--- config.mk ---
export PLATFORM = sky130hd
export DESIGN_NAME = css_rule_tokenizer_unit
export DESIGN_NICKNAME = d
export VERILOG_FILES = /design/src/sv/css_tok_pkg.sv /design/src/sv/css_tok_step.sv /design/src/sv/css_tok_outreg.sv /design/src/sv/css_rule_tokenizer_unit.sv
export SDC_FILE = /design/constraint.sdc
export NUM_CORES = 1
export LEC_CHECK = 0
export CELL_PAD_IN_SITES_DETAIL_PLACEMENT = 1
export CELL_PAD_IN_SITES_GLOBAL_PLACEMENT = 2
export CORE_MARGIN = 2
export CORE_UTILIZATION = 36
export DETAILED_ROUTE_END_ITERATION = 7
export DONT_BUFFER_PORTS = 1
export PLACE_DENSITY = 0.8
export SLEW_MARGIN = 15
export SYNTH_ARGS = -nofsm -noshare
export SYNTH_HDL_FRONTEND = slang
export SYNTH_SLANG_ARGS = --single-unit
--- constraint.sdc ---
create_clock -name clk -period 3.15 [get_ports clk]
set_clock_uncertainty 0.05 [all_clocks]
set_input_delay 0.4725 -clock clk [delete_from_list [all_inputs] [get_ports clk]]
set_output_delay 0.4725 -clock clk [all_outputs]
set_load 0.02 [all_outputs]
--- src/sv/css_tok_pkg.sv ---
`timescale 1ns / 1ps

package css_tok_pkg;

	typedef enum logic [3:0] {
		PH_INITIAL     = 4'd0,
		PH_BEFORE_SEL  = 4'd1,
		PH_SEL         = 4'd2,
		PH_AFTER_SEL   = 4'd3,
		PH_BEFORE_DECL = 4'd4,
		PH_DECL        = 4'd5,
		PH_CMT_OPEN    = 4'd6,
		PH_CMT_BODY    = 4'd7,
		PH_CMT_STAR    = 4'd8
	} phase_t;

	typedef enum logic [1:0] {
		K_CHAR = 2'd0,
		K_END  = 2'd1,
		K_EOF  = 2'd2,
		K_ERR  = 2'd3
	} kind_t;

	typedef enum logic [2:0] {
		E_BAD_START   = 3'd0,
		E_DIGIT_START = 3'd1,
		E_UNDERSCORE  = 3'd2,
		E_BAD_SEL     = 3'd3,
		E_BAD_CMT     = 3'd4,
		E_OPEN_CMT    = 3'd5,
		E_BRACE_DECL  = 3'd6,
		E_MID_TOKEN   = 3'd7
	} err_t;

	localparam logic TT_SEL  = 1'b0;
	localparam logic TT_DECL = 1'b1;

	localparam logic [7:0] CH_LBRACE = 8'h7B;
	localparam logic [7:0] CH_RBRACE = 8'h7D;
	localparam logic [7:0] CH_SEMI   = 8'h3B;
	localparam logic [7:0] CH_SLASH  = 8'h2F;
	localparam logic [7:0] CH_STAR   = 8'h2A;
	localparam logic [7:0] CH_DOT    = 8'h2E;
	localparam logic [7:0] CH_HASH   = 8'h23;
	localparam logic [7:0] CH_UNDER  = 8'h5F;
	localparam logic [7:0] CH_DASH   = 8'h2D;
	localparam logic [7:0] CH_COLON  = 8'h3A;
	localparam logic [7:0] CH_SPACE  = 8'h20;
	localparam logic [7:0] CH_LF     = 8'h0A;
	localparam logic [7:0] CH_TAB    = 8'h09;
	localparam logic [7:0] CH_CR     = 8'h0D;
	localparam logic [7:0] CH_FF     = 8'h0C;

	typedef struct packed {
		phase_t     phase;
		logic [2:0] ret;
		logic       has_chars;
		logic       last_space;
		logic       upend;
		logic       stuck;
	} state_t;

	typedef struct packed {
		kind_t      kind;
		logic [7:0] ch;
		logic       ttype;
		err_t       code;
	} res_t;

	function automatic logic is_ws(input logic [7:0] c);
		return (c == CH_SPACE) || (c == CH_LF) || (c == CH_TAB) || (c == CH_CR) ||
			(c == CH_FF);
	endfunction

	function automatic logic is_digit(input logic [7:0] c);
		return (c >= 8'h30) && (c <= 8'h39);
	endfunction

	function automatic logic is_alpha(input logic [7:0] c);
		return ((c >= 8'h61) && (c <= 8'h7A)) || ((c >= 8'h41) && (c <= 8'h5A));
	endfunction

endpackage

--- src/sv/css_tok_step.sv ---
`timescale 1ns / 1ps

module css_tok_step (
	input  css_tok_pkg::state_t st,
	input  logic [7:0]          c,
	input  logic                eof,
	output css_tok_pkg::state_t nxt,
	output logic                res_v,
	output css_tok_pkg::res_t   res
);

	logic done;

	always_comb begin
		nxt   = st;
		res_v = 1'b0;
		res   = '0;
		done  = 1'b0;
		if (st.stuck) begin
			done = 1'b1;
		end else if (eof) begin
			done  = 1'b1;
			res_v = 1'b1;
			if (st.phase == css_tok_pkg::PH_CMT_OPEN) begin
				nxt.stuck = 1'b1;
				res.kind  = css_tok_pkg::K_ERR;
				res.code  = css_tok_pkg::E_BAD_CMT;
			end else if (st.phase == css_tok_pkg::PH_CMT_BODY ||
				st.phase == css_tok_pkg::PH_CMT_STAR) begin
				nxt.stuck = 1'b1;
				res.kind  = css_tok_pkg::K_ERR;
				res.code  = css_tok_pkg::E_OPEN_CMT;
			end else if (st.has_chars) begin
				nxt.stuck = 1'b1;
				res.kind  = css_tok_pkg::K_ERR;
				res.code  = css_tok_pkg::E_MID_TOKEN;
			end else begin
				res.kind = css_tok_pkg::K_EOF;
			end
		end else if (st.upend) begin
			nxt.upend = 1'b0;
			if (c == css_tok_pkg::CH_UNDER || css_tok_pkg::is_digit(c)) begin
				done      = 1'b1;
				res_v     = 1'b1;
				nxt.stuck = 1'b1;
				res.kind  = css_tok_pkg::K_ERR;
				res.code  = css_tok_pkg::E_UNDERSCORE;
			end
		end

		if (!done) begin
			unique case (st.phase)
				css_tok_pkg::PH_BEFORE_SEL, css_tok_pkg::PH_SEL: begin
					if (st.phase == css_tok_pkg::PH_BEFORE_SEL && css_tok_pkg::is_digit(c)) begin
						res_v     = 1'b1;
						nxt.stuck = 1'b1;
						res.kind  = css_tok_pkg::K_ERR;
						res.code  = css_tok_pkg::E_DIGIT_START;
					end else begin
						if (st.phase == css_tok_pkg::PH_BEFORE_SEL) begin
							nxt.upend = (c == css_tok_pkg::CH_UNDER);
							nxt.phase = css_tok_pkg::PH_SEL;
						end
						if (css_tok_pkg::is_ws(c)) begin
							nxt.phase = css_tok_pkg::PH_AFTER_SEL;
						end else if (c == css_tok_pkg::CH_LBRACE) begin
							nxt.phase     = css_tok_pkg::PH_BEFORE_DECL;
							nxt.has_chars = 1'b0;
							res_v         = 1'b1;
							res.kind      = css_tok_pkg::K_END;
							res.ttype     = css_tok_pkg::TT_SEL;
						end else if (css_tok_pkg::is_alpha(c) || css_tok_pkg::is_digit(c) ||
							c == css_tok_pkg::CH_UNDER || c == css_tok_pkg::CH_DASH ||
							c == css_tok_pkg::CH_COLON) begin
							nxt.has_chars = 1'b1;
							res_v         = 1'b1;
							res.kind      = css_tok_pkg::K_CHAR;
							res.ch        = c;
						end else begin
							res_v     = 1'b1;
							nxt.stuck = 1'b1;
							res.kind  = css_tok_pkg::K_ERR;
							res.code  = css_tok_pkg::E_BAD_SEL;
						end
					end
				end
				css_tok_pkg::PH_AFTER_SEL: begin
					if (css_tok_pkg::is_ws(c)) begin
						nxt.phase = st.phase;
					end else if (c == css_tok_pkg::CH_SLASH) begin
						nxt.ret   = 3'(css_tok_pkg::PH_AFTER_SEL);
						nxt.phase = css_tok_pkg::PH_CMT_OPEN;
					end else if (c == css_tok_pkg::CH_LBRACE) begin
						nxt.phase     = css_tok_pkg::PH_BEFORE_DECL;
						nxt.has_chars = 1'b0;
						res_v         = 1'b1;
						res.kind      = css_tok_pkg::K_END;
						res.ttype     = css_tok_pkg::TT_SEL;
					end else begin
						res_v     = 1'b1;
						nxt.stuck = 1'b1;
						res.kind  = css_tok_pkg::K_ERR;
						res.code  = css_tok_pkg::E_BAD_SEL;
					end
				end
				css_tok_pkg::PH_BEFORE_DECL, css_tok_pkg::PH_DECL: begin
					if (st.phase == css_tok_pkg::PH_BEFORE_DECL &&
						(css_tok_pkg::is_ws(c) || c == css_tok_pkg::CH_SEMI)) begin
						nxt.phase = st.phase;
					end else if (st.phase == css_tok_pkg::PH_BEFORE_DECL &&
						c == css_tok_pkg::CH_SLASH) begin
						nxt.ret   = 3'(css_tok_pkg::PH_BEFORE_DECL);
						nxt.phase = css_tok_pkg::PH_CMT_OPEN;
					end else if (st.phase == css_tok_pkg::PH_BEFORE_DECL &&
						c == css_tok_pkg::CH_RBRACE) begin
						nxt.phase = css_tok_pkg::PH_INITIAL;
					end else begin
						if (st.phase == css_tok_pkg::PH_BEFORE_DECL) begin
							nxt.phase      = css_tok_pkg::PH_DECL;
							nxt.has_chars  = 1'b0;
							nxt.last_space = 1'b0;
						end
						if (css_tok_pkg::is_ws(c)) begin
							if (nxt.has_chars && !nxt.last_space) begin
								nxt.last_space = 1'b1;
								res_v          = 1'b1;
								res.kind       = css_tok_pkg::K_CHAR;
								res.ch         = css_tok_pkg::CH_SPACE;
							end
						end else if (c == css_tok_pkg::CH_SEMI) begin
							nxt.phase      = css_tok_pkg::PH_BEFORE_DECL;
							nxt.has_chars  = 1'b0;
							nxt.last_space = 1'b0;
							res_v          = 1'b1;
							res.kind       = css_tok_pkg::K_END;
							res.ttype      = css_tok_pkg::TT_DECL;
						end else if (c == css_tok_pkg::CH_RBRACE) begin
							res_v     = 1'b1;
							nxt.stuck = 1'b1;
							res.kind  = css_tok_pkg::K_ERR;
							res.code  = css_tok_pkg::E_BRACE_DECL;
						end else begin
							nxt.has_chars  = 1'b1;
							nxt.last_space = 1'b0;
							res_v          = 1'b1;
							res.kind       = css_tok_pkg::K_CHAR;
							res.ch         = c;
						end
					end
				end
				css_tok_pkg::PH_CMT_OPEN: begin
					if (c != css_tok_pkg::CH_STAR) begin
						res_v     = 1'b1;
						nxt.stuck = 1'b1;
						res.kind  = css_tok_pkg::K_ERR;
						res.code  = css_tok_pkg::E_BAD_CMT;
					end else begin
						nxt.phase = css_tok_pkg::PH_CMT_BODY;
					end
				end
				css_tok_pkg::PH_CMT_BODY: begin
					if (c == css_tok_pkg::CH_STAR)
						nxt.phase = css_tok_pkg::PH_CMT_STAR;
				end
				css_tok_pkg::PH_CMT_STAR: begin
					if (c == css_tok_pkg::CH_SLASH)
						nxt.phase = css_tok_pkg::phase_t'({1'b0, st.ret});
					else if (c != css_tok_pkg::CH_STAR)
						nxt.phase = css_tok_pkg::PH_CMT_BODY;
				end
				default: begin
					nxt.phase = css_tok_pkg::PH_INITIAL;
					if (css_tok_pkg::is_ws(c)) begin
						nxt.phase = css_tok_pkg::PH_INITIAL;
					end else if (c == css_tok_pkg::CH_SLASH) begin
						nxt.ret   = 3'(css_tok_pkg::PH_INITIAL);
						nxt.phase = css_tok_pkg::PH_CMT_OPEN;
					end else if (c == css_tok_pkg::CH_DOT || c == css_tok_pkg::CH_HASH) begin
						nxt.phase     = css_tok_pkg::PH_BEFORE_SEL;
						nxt.has_chars = 1'b1;
						res_v         = 1'b1;
						res.kind      = css_tok_pkg::K_CHAR;
						res.ch        = c;
					end else begin
						res_v     = 1'b1;
						nxt.stuck = 1'b1;
						res.kind  = css_tok_pkg::K_ERR;
						res.code  = css_tok_pkg::E_BAD_START;
					end
				end
			endcase
		end
	end

endmodule

--- src/sv/css_tok_outreg.sv ---
`timescale 1ns / 1ps

module css_tok_outreg (
	input  logic              clk,
	input  logic              arst_n,
	input  logic              load,
	input  css_tok_pkg::res_t res,
	input  logic              ready,
	output logic              free,
	output logic              valid,
	output logic [1:0]        kind,
	output logic [7:0]        out_char,
	output logic              token_type,
	output logic [2:0]        error_code
);

	logic              valid_q;
	css_tok_pkg::res_t res_q;

	assign free = !valid_q || ready;

	always_ff @(posedge clk or negedge arst_n) begin
		if (!arst_n) begin
			valid_q <= 1'b0;
		end else if (free) begin
			valid_q <= load;
		end
	end

	always_ff @(posedge clk) begin
		if (free && load)
			res_q <= res;
	end

	assign valid      = valid_q;
	assign kind       = res_q.kind;
	assign out_char   = res_q.ch;
	assign token_type = res_q.ttype;
	assign error_code = res_q.code;

endmodule

--- src/sv/css_rule_tokenizer_unit.sv ---
`timescale 1ns / 1ps
// channel | signals                                   | dir
// in      | in_valid in_ready in_char end_of_input    | in
// out     | out_valid out_ready kind out_char         | out
//         | token_type error_code                     |
// One item per cycle while the result register is not stalled; path: input register, result register.
// An item that yields no result retires from the input register even while the
// result register is stalled; a yielding item waits there for the result register.
// Reset clears the parser state and both valid flags.
// After an error result no further results appear until reset.

module css_rule_tokenizer_unit (
	input  logic       clk,
	input  logic       arst_n,
	input  logic       in_valid,
	output logic       in_ready,
	input  logic [7:0] in_char,
	input  logic       end_of_input,
	output logic       out_valid,
	input  logic       out_ready,
	output logic [1:0] kind,
	output logic [7:0] out_char,
	output logic       token_type,
	output logic [2:0] error_code
);

	logic                valid_s1;
	logic [7:0]          char_s1;
	logic                eof_s1;
	css_tok_pkg::state_t state_q;
	css_tok_pkg::state_t state_nxt;
	logic                res_v;
	css_tok_pkg::res_t   res;
	logic                out_free;
	logic                fire_s1;

	assign fire_s1  = valid_s1 && (!res_v || out_free);
	assign in_ready = !valid_s1 || fire_s1;

	always_ff @(posedge clk or negedge arst_n) begin
		if (!arst_n) begin
			valid_s1 <= 1'b0;
		end else if (in_ready) begin
			valid_s1 <= in_valid;
		end
	end

	always_ff @(posedge clk) begin
		if (in_ready && in_valid) begin
			char_s1 <= in_char;
			eof_s1  <= end_of_input;
		end
	end

	always_ff @(posedge clk or negedge arst_n) begin
		if (!arst_n) begin
			state_q <= '{phase: css_tok_pkg::PH_INITIAL, ret: 3'(css_tok_pkg::PH_INITIAL),
				has_chars: 1'b0, last_space: 1'b0, upend: 1'b0, stuck: 1'b0};
		end else if (fire_s1) begin
			state_q <= state_nxt;
		end
	end

	css_tok_step u_step (
		.st    (state_q),
		.c     (char_s1),
		.eof   (eof_s1),
		.nxt   (state_nxt),
		.res_v (res_v),
		.res   (res)
	);

	css_tok_outreg u_out (
		.clk        (clk),
		.arst_n     (arst_n),
		.load       (fire_s1 && res_v),
		.res        (res),
		.ready      (out_ready),
		.free       (out_free),
		.valid      (out_valid),
		.kind       (kind),
		.out_char   (out_char),
		.token_type (token_type),
		.error_code (error_code)
	);

endmodule

Yosys cells after proc, flatten, opt, wreduce, memory -nomap -nowiden
Cells that the tools add are included. W data, S select, Z words.

Flip-flop bits (word level): 36. Bits of input ports: 13. Output and inout bits: 16.

Order comparisons: 6. Equal/unequal tests: 42. Multiplexer cells: 153. Bitwise gates (word level): 6. Reduce and logical (&&, ||, !) cells: 44.

Operators by type and width (number): $mux W4 (23); $mux W14 (5); $eq A8 B6 Y1 const B (8); $mux W3 (20); $mux W2 (29); $mux W1 (56); $mux W10 (4); $mux W8 (5); $eq A8 B4 Y1 const B (4); $eq A8 B7 Y1 const B (3); $pmux W4 S6 (1); $pmux W8 S3 (1); $ne A2 B2 Y1 const B (10); $eq A4 B3 Y1 const B (4); $ge A8 B7 Y1 const B (2); $le A8 B7 Y1 const B (2); $logic_or A1 B1 Y1 (16); $pmux W3 S5 (1); $reduce_and A15 Y1 (1); $logic_and A1 B1 Y1 (12); $pmux W2 S5 (1); $reduce_and A10 Y1 (1); $mux W9 (1); $pmux W3 S3 (1); other kinds (24) (40).

Logic depth before layout (Yosys ltp)
Gate-level depths: netlist of run 1.

Depth in word-level cells: 24. Depth in mapped cells: 9. Depth with buffers taken out: 7.

Cells and area by module
From an unflattened synthesis of run 1, not the netlist that was laid out.

Cell total of the unflattened synthesis: 295. Area, all modules: 2665.1 µm².

Modules (own cells, without submodules): css_tok_step (times used 1, cells each 238, area each 1445.1 µm², seq. area each 0.0 µm²); css_rule_tokenizer_unit (times used 1, cells each 39, area each 745.7 µm², seq. area each 570.5 µm²); css_tok_outreg (times used 1, cells each 18, area each 474.2 µm², seq. area each 445.4 µm²).

Least setup slack after synthesis of run 1
No wires, ideal clock.

Path kind: register to register. From: reg char_s1[1]. To: reg char_s1[0] (enable). Arrival: 2.585 ns. Required time: 2.719 ns. Path slack: 0.135 ns. Cell stages (with the launch flop): 8. Path buffers: 0. Cell sequence: edfxtp_1 -> or3b_1 -> a2111oi_4 -> nor2_1 -> a41oi_1 -> a21oi_1 -> o21a_1 -> a31oi_1.

Longest elaborated chain between the ends: 19. Elaborated cells between the ends (all ways): 45.

RTL lines: from (decl) (line css_rule_tokenizer_unit.sv:28) `logic [7:0] char_s1;`; from (signal assigned) (line css_rule_tokenizer_unit.sv:50) `char_s1 <= in_char;`; $ge A8 B6 Y1 / $le A8 B6 Y1 (equally long branches) (line css_tok_pkg.sv:76) `return (c >= 8'h30) && (c <= 8'h39);`; $logic_and A1 B1 Y1 (line css_tok_pkg.sv:76); $logic_or A1 B1 Y1 (line css_tok_step.sv:42) `if (c == css_tok_pkg::CH_UNDER || css_tok_pkg::is_digit(c)) begin`; $mux W1 (line css_tok_step.sv:42); $mux W1 (line css_tok_step.sv:40) `end else if (st.upend) begin`; $mux W1 (line css_tok_step.sv:21) `end else if (eof) begin`; $mux W1 (line css_tok_step.sv:19) `if (st.stuck) begin`; $mux W1 (line css_tok_step.sv:124) `if (nxt.has_chars && !nxt.last_space) begin`; (+3 left out); $mux W1 (line css_tok_step.sv:107) `if (st.phase == css_tok_pkg::PH_BEFORE_DECL &&`; $pmux W1 S4 (line css_tok_step.sv:52) `unique case (st.phase)`; $mux W1 (*) (line css_tok_step.sv:51) `if (!done) begin`; $logic_not A1 Y1 (*) (line css_rule_tokenizer_unit.sv:37) `assign fire_s1 = valid_s1 && (!res_v || out_free);`; $logic_or A1 B1 Y1 (*) (line css_rule_tokenizer_unit.sv:37); $logic_and A1 B1 Y1 (*) (line css_rule_tokenizer_unit.sv:37); $logic_or A1 B1 Y1 (*) (line css_rule_tokenizer_unit.sv:38) `assign in_ready = !valid_s1 || fire_s1;`; $logic_and A1 B1 Y1 (*) (line css_rule_tokenizer_unit.sv:49) `if (in_ready && in_valid) begin`.

Every way passes the cells marked *; elsewhere a longest branch is shown, timed or not. A chain may end at the register's enable or synchronous reset.

Worst setup path in the final report of run 1
From: reg char_s1[7]. To: out in_ready.

Longest elaborated chain between the ends: 18. Elaborated cells between the ends (all ways): 44.

RTL lines: $ge A8 B6 Y1 / $le A8 B6 Y1 (equally long branches) (line css_tok_pkg.sv:76); $logic_and A1 B1 Y1 (line css_tok_pkg.sv:76); $logic_or A1 B1 Y1 (line css_tok_step.sv:42); $mux W1 (line css_tok_step.sv:42); $mux W1 (line css_tok_step.sv:40); $mux W1 (line css_tok_step.sv:21); $mux W1 (line css_tok_step.sv:19); $mux W1 (line css_tok_step.sv:124); (+2 left out); $mux W1 (line css_tok_step.sv:110) `end else if (st.phase == css_tok_pkg::PH_BEFORE_DECL &&`; $mux W1 (line css_tok_step.sv:107); $pmux W1 S4 (line css_tok_step.sv:52); $mux W1 (*) (line css_tok_step.sv:51); $logic_not A1 Y1 (*) (line css_rule_tokenizer_unit.sv:37); $logic_or A1 B1 Y1 (*) (line css_rule_tokenizer_unit.sv:37); $logic_and A1 B1 Y1 (*) (line css_rule_tokenizer_unit.sv:37); $logic_or A1 B1 Y1 (*) (line css_rule_tokenizer_unit.sv:38); to (decl) (line css_rule_tokenizer_unit.sv:16) `output logic in_ready,`.

Marked as above.

==> results of run 1 <==
[layout make-up]
| cell class | count | share of cell area, % |
|---|---|---|
| Sequential cell | 35 | 33.8 |
| Clock inverter | 3 | 1.58 |
| Inverter | 5 | 0.640 |
| Tap cell | 96 | 4.10 |
| Timing Repair Buffer | 26 | 6.74 |
| Multi-Input combinational cell | 220 | 50.8 |
| Clock buffer | 5 | 2.35 |
[flip-flops by register name (all words and copies together) (netlist names)]
register / cells
char_s1: 8
u_out.error_code: 3
u_out.token_type: 1
valid_s1: 1
u_out.valid: 1
u_out.kind: 2
u_out.out_char: 8
eof_s1: 1
state_q: 10
[report_power, final]
group	total, mW	internal (mW)	leakage (nW)	switching [mW]
clock	0.420	0.238	0.0548	0.182
combinational	1.17	0.453	0.673	0.714
sequential	0.810	0.610	0.374	0.200
[timing repair]
| action | in CTS | in global routing |
|---|---|---|
| hold buffers | 1 | 0 |
| setup buffers | 0 | 4 |
| cloned | 0 | 0 |
| pin swaps | 0 | 1 |
| setup endpoints to repair | 1 | 2 |
| gates resized for setup | 2 | 4 |
| endpoints found under the hold margin | 12 | 0 |
[through the flow]
step	hold WS, ps	worst slack [ps]
after floorplan	127	135
after global placement	127	165
after detailed placement	127	113
after CTS	210	42.4
after global routing	206	39.0
final	216	102
[routing by layer]
metal	share of wire [%]	wire (um)	vias up	track usage, %
li1	-	-	1100	-
met1	45	3620	1152	29.4
met2	48	3890	70	36.1
met3	4.7	381	15	4.43
met4	2.8	227	0	8.39
met5	0	0	-	0
[cell families after synthesis]
kind of cell / count (synthesis) / synth area share [%]
and+or+nand+nor: 113 / 25.6
AOI/OAI and AO/OA: 96 / 27.4
DFF: 35 / 39.1
buffers and inverters: 18 / 3.06
muxes: 8 / 3.76
xor gates and xnor gates: 2 / 0.692
adders and majority gates: 1 / 0.395
[worst max-delay path, cell delays in order, from the launching register on]
cell and delay, ps:
sky130_fd_sc_hd__edfxtp_1 480, sky130_fd_sc_hd__or3_1 470, sky130_fd_sc_hd__nor4_4 360, sky130_fd_sc_hd__nor2_1 130, sky130_fd_sc_hd__a41oi_2 290, sky130_fd_sc_hd__a21oi_1 90, sky130_fd_sc_hd__o21a_1 250, sky130_fd_sc_hd__nand3_2 150
[how the worst max path moves through the flow]
stage | to | cells past startpoint | from | slack, ps
final | in_ready | 7 | char_s1[7] | 100
after global routing | in_ready | 8 | char_s1[4] | 40
after CTS | in_ready | 7 | char_s1[7] | 40
after detailed placement | u_out.kind[1] | 6 | char_s1[5] | 110
after global placement | u_out.kind[1] | 6 | char_s1[5] | 160
after floorplan | char_s1[0] | 7 | char_s1[1] | 130
[synth_stat cells, types with 3 or more instances]
master                      n  area share (%)
sky130_fd_sc_hd__nand2_1   23             3.4
sky130_fd_sc_hd__o21ai_0   25             4.9
sky130_fd_sc_hd__nor2b_1    4            0.99
sky130_fd_sc_hd__o21a_1     3            0.89
sky130_fd_sc_hd__clkbuf_1   9             1.3
sky130_fd_sc_hd__nor2_1    22             3.3
sky130_fd_sc_hd__edfxtp_1  23              27
sky130_fd_sc_hd__nand3_1    9             1.8
sky130_fd_sc_hd__o31ai_1    4             1.2
sky130_fd_sc_hd__and3_1     5             1.2
sky130_fd_sc_hd__nand2b_1   5             1.2
sky130_fd_sc_hd__nor3_1     7             1.4
sky130_fd_sc_hd__mux2_2     3             1.3
sky130_fd_sc_hd__and4b_1    3             1.2
sky130_fd_sc_hd__dfrtp_1   12              12
sky130_fd_sc_hd__inv_1      5            0.74
sky130_fd_sc_hd__and4_1     3             1.0
sky130_fd_sc_hd__o211ai_1   6             1.8
sky130_fd_sc_hd__a21oi_1   19             3.8
sky130_fd_sc_hd__a31oi_1    5             1.2
sky130_fd_sc_hd__or3_1      3            0.74
sky130_fd_sc_hd__a22o_1     3             1.0
sky130_fd_sc_hd__and2_1     9             2.2
==> flow_metrics.py, run 1 <==
metrics = {
    "run_status": {
        "result_of_the_run": "finished, final reports clean",
    },
    "clock_tree": {
        "cts.clk_slew.worst_paths_ps": 80,
        "cts_sinks": 35,
        "clk_latency_ps": 300,
        "numCtsBuffers": 5,
        "cts_max_path_buffers": 2,
        "cts.htree.levels": 2,
        "clock_tree.root_cell": "sky130_fd_sc_hd__clkbuf_8",
        "tritoncts": "built",
    },
    "route": {
        "via_per_inst": 5.99,
        "num_vias": 2337,
        "number_of_routed_nets_with_antenna_violations": 0,
        "starting_drc_count_in_detailed_routing": 192,
        "drt_pre_antenna_iters": 4,
        "routedWlPerCell_um": 20.8,
        "post-route-drc-count": 0,
        "wirelength_mm": 8.12,
    },
    "global_routing": {
        "global_route.overflow_total": 0,
        "initial_antenna_violation_count": 0,
        "grt_max_degree": 16,
        "grt_pass1_vias": 2393,
        "grt_first_pass_wirelength_mm": 13.1,
        "grtUsageTotal_pct": 22.3,
    },
    "yosys": {
        "post_synth_inst_count": 273,
        "syn_area_um2": 2530,
        "syn-mean-instance-area_um2": 9.27,
        "yosys_warnings": 0,
        "synth_enable_flop_cells": 23,
        "post_synth_num_cell_types": 72,
        "synth_fp_nets": 286,
        "dominantRegCellSynth": "sky130_fd_sc_hd__edfxtp_1",
        "post_synthesis_sequential_element_count": 35,
        "yosysSeqAreaShare_pct": 39.1,
        "synth-async-reset-ratio_pct": 34.3,
    },
    "cells_and_area": {
        "nets": 306,
        "layout.cells.non_filler": 390,
        "postLayoutCoreUtil_pct": 43.1,
        "synthToLayoutAreaGrowth_pct": 15.8,
        "seq_area_um2": 991,
        "highest_count_cells_in_the_layout_ignoring_fill_and_taps": "25 x sky130_fd_sc_hd__o21ai_0, 25 x sky130_fd_sc_hd__buf_4, 23 x sky130_fd_sc_hd__nand2_1, 23 x sky130_fd_sc_hd__edfxtp_1, 21 x sky130_fd_sc_hd__nor2_1",
        "multi_input_comb_area_um2": 1490,
        "final_design_area_no_fill_um2": 2930,
        "antenna-diode-count": 0,
        "final.fill_count": 794,
        "final_layout_size_suffix_gt1_share_pct": 18.4,
    },
    "placement": {
        "gp_congestion": 0.983,
        "port_buffers": 0,
        "dpl.hpwl_mm": 6.24,
        "dpl-instance-area_um2": 2750,
        "dpl.cell_count": 377,
    },
    "sta": {
        "grt_setup_unrepaired": "false",
        "fmax_mhz": 328,
        "tightest_slew_ps": 582,
        "final_worst_path_cycle_share_pct": 96.8,
        "setup_viol": 0,
        "setup_tns_ps": 0,
        "slew_viol_final": 0,
        "finalHoldViolCount": 0,
        "max_slew_margin_pct": 61.1,
        "finalCriticalPeriod_ps": 3050,
    },
    "floorplan": {
        "die_h_um": 87.9,
        "placement_rows": 30,
        "die_area_um2": 7720,
        "placeableCoreArea_um2": 6790,
        "die_x_um": 87.9,
        "num_io_pins": 29,
        "starting_density_pct": 37.3,
    },
    "pwr": {
        "leakagePower_nw": 1.10,
        "worst_ir_drop_vdd_v": 0.000196,
        "post-layout-total-power_mw": 2.40,
        "pwr_density_cell_nw_per_um2": 818,
    },
    "hold_path": {
        "holdPathEnd": "char_s1[2]",
        "hold_path_startpoint": "in_char[2]",
        "whs_path_depth": 0,
        "hold_path_class": "in2reg",
    },
    "setup_path": {
        "worst_r2r_path_depth": 8,
        "timing.critical_path.required_ps": 2630,
        "regToRegStartpoint": "char_s1[7]",
        "cp-end-kind": "output port",
        "cp_max_fo": 6,
        "startpoint_type": "flip-flop",
        "worst_r2r_endpoint": "char_s1[2]",
        "timing.critical_path.arrival_ps": 2530,
        "rrSetupSlack_ps": 320,
        "timing_worst_setup_path_type": "reg2out",
    },
    "run": {
        "max_cap_viol_count": 0,
    },
}
No activity file was read; power rests on OpenSTA's default activity.
==> inputs of run 2 (changes only) <==
--- a/config.mk
+++ b/config.mk
@@ -5,13 +5,14 @@
 export SDC_FILE = /design/constraint.sdc
 export NUM_CORES = 1
 export LEC_CHECK = 0
+export ABC_AREA = 1
 export CELL_PAD_IN_SITES_DETAIL_PLACEMENT = 1
 export CELL_PAD_IN_SITES_GLOBAL_PLACEMENT = 2
 export CORE_MARGIN = 2
-export CORE_UTILIZATION = 36
+export CORE_UTILIZATION = 33
 export DETAILED_ROUTE_END_ITERATION = 7
 export DONT_BUFFER_PORTS = 1
-export PLACE_DENSITY = 0.8
+export PLACE_DENSITY = 0.79
 export SLEW_MARGIN = 15
 export SYNTH_ARGS = -nofsm -noshare
 export SYNTH_HDL_FRONTEND = slang
==> flow_metrics.py, run 2 <==
metrics = {
    "run_status": {
        "result_of_the_run": "finished, final reports clean",
    },
    "setup_path": {
        "path_cells": "nand2_4 > inv_2 > nand2_1 > nand4_1 > nand2_2 > nand2_2 > a21oi_4 > nand2_2 > nand3_2 > nand4_1",
        "cp_slowest_stage_delay_ps": 530,
        "timing.critical_path.max_delay_family": "simple AND/OR/NAND/NOR gates",
        "rrSetupSlack_ps": 420,
        "cp_slowest_cell": "sky130_fd_sc_hd__edfxtp_1",
        "timing_worst_setup_path_type": "reg2out",
        "worst_r2r_path_depth": 12,
        "crit_buf_inv": 1,
        "critical-path-top-cell-by-count": "sky130_fd_sc_hd__nand2_2",
        "setup.worst_path.start": "char_s1[3]",
        "cp-end-kind": "output port",
        "timing.critical_path.required_ps": 2630,
        "cp_max_fo": 13,
        "regToRegStartpoint": "char_s1[3]",
        "startpoint_type": "flip-flop",
        "worst_r2r_endpoint": "char_s1[3]",
        "worst-path-stages": 10,
        "timing.critical_path.arrival_ps": 2330,
    },
    "cells_and_area": {
        "final_layout_size_suffix_gt1_share_pct": 14.5,
        "highest_count_cells_in_the_layout_ignoring_fill_and_taps": "68 x sky130_fd_sc_hd__nand2_1, 54 x sky130_fd_sc_hd__inv_1, 42 x sky130_fd_sc_hd__nor2_1",
        "nets": 344,
        "multi_input_comb_area_um2": 1160,
        "final_common_cell": "sky130_fd_sc_hd__nand2_1",
        "largest_register_ffs": 10,
        "final.fill_count": 916,
        "max_flop_register": "state_q",
        "antenna-diode-count": 0,
        "synthToLayoutAreaGrowth_pct": 9.80,
        "seq_area_um2": 991,
    },
    "route": {
        "wirelength_mm": 6.99,
        "post-route-drc-count": 0,
        "number_of_routed_nets_with_antenna_violations": 0,
        "routedWlPerCell_um": 16.2,
        "drt_pre_antenna_iters": 4,
        "starting_drc_count_in_detailed_routing": 220,
        "num_vias": 2156,
        "via_per_inst": 5.00,
    },
    "placement": {
        "gp_congestion": 0.899,
        "port_buffers": 0,
        "dpl.hpwl_mm": 5.74,
    },
    "sta": {
        "fmax_mhz": 350,
        "final_worst_path_cycle_share_pct": 90.6,
        "slew_viol_final": 0,
        "tightest_slew_ps": 553,
        "setup_tns_ps": 0,
        "hold_ws_ps": 199,
        "grt_setup_unrepaired": "false",
        "finalHoldViolCount": 0,
        "finalCriticalPeriod_ps": 2850,
        "max_slew_margin_pct": 63.0,
        "setup_viol": 0,
    },
    "pwr": {
        "worst_ir_drop_vdd_v": 0.000194,
        "leakagePower_nw": 1.24,
        "pwr_density_cell_nw_per_um2": 346,
    },
    "hold_path": {
        "holdPathEnd": "u_out.valid",
        "whs_path_depth": 1,
        "hold_path_startpoint": "out_ready",
        "hold_path_class": "in2reg",
    },
    "floorplan": {
        "placement_rows": 31,
        "num_io_pins": 29,
        "die_area_um2": 7970,
        "die_h_um": 89.3,
        "die_x_um": 89.3,
        "placeableCoreArea_um2": 7140,
        "starting_density_pct": 33.6,
    },
    "clock_tree": {
        "cts.repair.resized": 0,
        "cts.clk_slew.worst_paths_ps": 80,
        "numCtsBuffers": 5,
        "post-cts-setup-buffer-count": 0,
        "tritoncts": "built",
        "cts.htree.levels": 2,
        "clock_tree.root_cell": "sky130_fd_sc_hd__clkbuf_8",
        "clk_latency_ps": 300,
        "cts_max_path_buffers": 2,
        "cts_sinks": 35,
    },
    "run": {
        "max_cap_viol_count": 0,
    },
    "yosys": {
        "syn-mean-instance-area_um2": 7.48,
        "synth_area_leader_cell": "sky130_fd_sc_hd__edfxtp_1",
        "post_synth_inst_count": 321,
        "yosysSeqAreaShare_pct": 41.3,
        "yosys_warnings": 0,
        "post_synthesis_sequential_element_count": 35,
        "synth-async-reset-ratio_pct": 34.3,
        "yosysMostFrequentCell": "sky130_fd_sc_hd__nand2_1",
        "synth_enable_flop_cells": 23,
        "synth_largest_type_area_fraction_pct": 28.8,
        "syn_area_um2": 2400,
        "post_synth_num_cell_types": 35,
        "synth_fp_nets": 334,
        "synth_commonest_cells": "68 x sky130_fd_sc_hd__nand2_1, 54 x sky130_fd_sc_hd__inv_1, 42 x sky130_fd_sc_hd__nor2_1",
        "dominantRegCellSynth": "sky130_fd_sc_hd__edfxtp_1",
        "synth_top_cells_by_area": "sky130_fd_sc_hd__edfxtp_1 29%, sky130_fd_sc_hd__dfrtp_1 13%, sky130_fd_sc_hd__nand2_1 11%",
    },
    "global_routing": {
        "initial_antenna_violation_count": 0,
        "grt_max_degree": 15,
        "grt_first_pass_wirelength_mm": 11.1,
        "grtUsageTotal_pct": 19.0,
        "grt_pass1_vias": 2088,
        "global_route.overflow_total": 0,
    },
}
[run 2: cell families after synthesis]
| logic type | count (synthesis) | share of synthesized area (%) |
|---|---|---|
| and+or+nand+nor | 181 | 36.9 |
| buffers and inverters | 64 | 10.6 |
| DFF | 35 | 41.3 |
| AOI/OAI and AO/OA | 41 | 11.3 |
[run 2: worst max path at each step]
| stage | slack [ps] | endpoint |
|---|---|---|
| 2_1_floorplan | 720 | u_out.error_code[0] |
| 3_3_place_gp | 460 | char_s1[0] |
| 3_5_place_dp | 410 | char_s1[0] |
| 4_1_cts | 300 | in_ready |
| 5_1_grt | 110 | in_ready |
| 6_report | 300 | in_ready |
[run 2: per-stage QoR]
step | util (%) | instances | area (um^2) | total power [mW] | setup slack [ps]
after floorplan | - | 321 | 2400 | 0.569 | 719
after global placement | 35.6 | 422 | 2540 | 0.584 | 456
after detailed placement | 35.6 | 422 | 2540 | 0.584 | 410
after CTS | 36.9 | 431 | 2640 | 0.921 | 300
after global routing | 36.9 | 431 | 2640 | 0.952 | 114
final | 36.9 | 431 | 2640 | 0.912 | 296
[run 2: layer usage]
metal  GRT usage [%]  part of all wire (%)  vias up
met4            6.11                   2.0        0
met3            3.42                   6.9       10
li1                -                     -     1074
met1            29.0                    50      986
met2            26.9                    41       86
met5               0                     0        -
[run 2: power breakdown]
| group | switching, mW | internal, mW | total (mW) | leakage (nW) |
|---|---|---|---|---|
| Sequential | 0.0169 | 0.499 | 0.516 | 0.411 |
| Clock | 0.178 | 0.155 | 0.333 | 0.0412 |
| Combinational | 0.0462 | 0.0172 | 0.0634 | 0.792 |
| Total | 0.241 | 0.671 | 0.912 | 1.24 |
[run 2: what timing repair did]
| item | in CTS | in global routing |
|---|---|---|
| endpoints found under the setup margin | 0 | 0 |
| hold endpoints to repair | 12 | 0 |
| hold buffers | 1 | 0 |
[run 2: cell type report]
class	count	area share (%)
clock inverter	2	0.475
inverter	60	8.54
timing repair buffer	7	2.09
clock buffer	6	2.75
tap	99	4.70
sequential	35	37.6
multi-input combinational	222	43.9
[run 2: worst register-to-register path: stages (launching register included)]
cell and delay (ps):
sky130_fd_sc_hd__edfxtp_1 530, sky130_fd_sc_hd__nand2_4 160, sky130_fd_sc_hd__inv_2 50, sky130_fd_sc_hd__nand2_1 60, sky130_fd_sc_hd__nand4_1 110, sky130_fd_sc_hd__nand2_2 230
sky130_fd_sc_hd__nand2_2 150, sky130_fd_sc_hd__a21oi_4 250, sky130_fd_sc_hd__nand2_2 80, sky130_fd_sc_hd__nand3_2 110, sky130_fd_sc_hd__nand4_1 310, sky130_fd_sc_hd__nand2_1 190
sky130_fd_sc_hd__inv_1 180
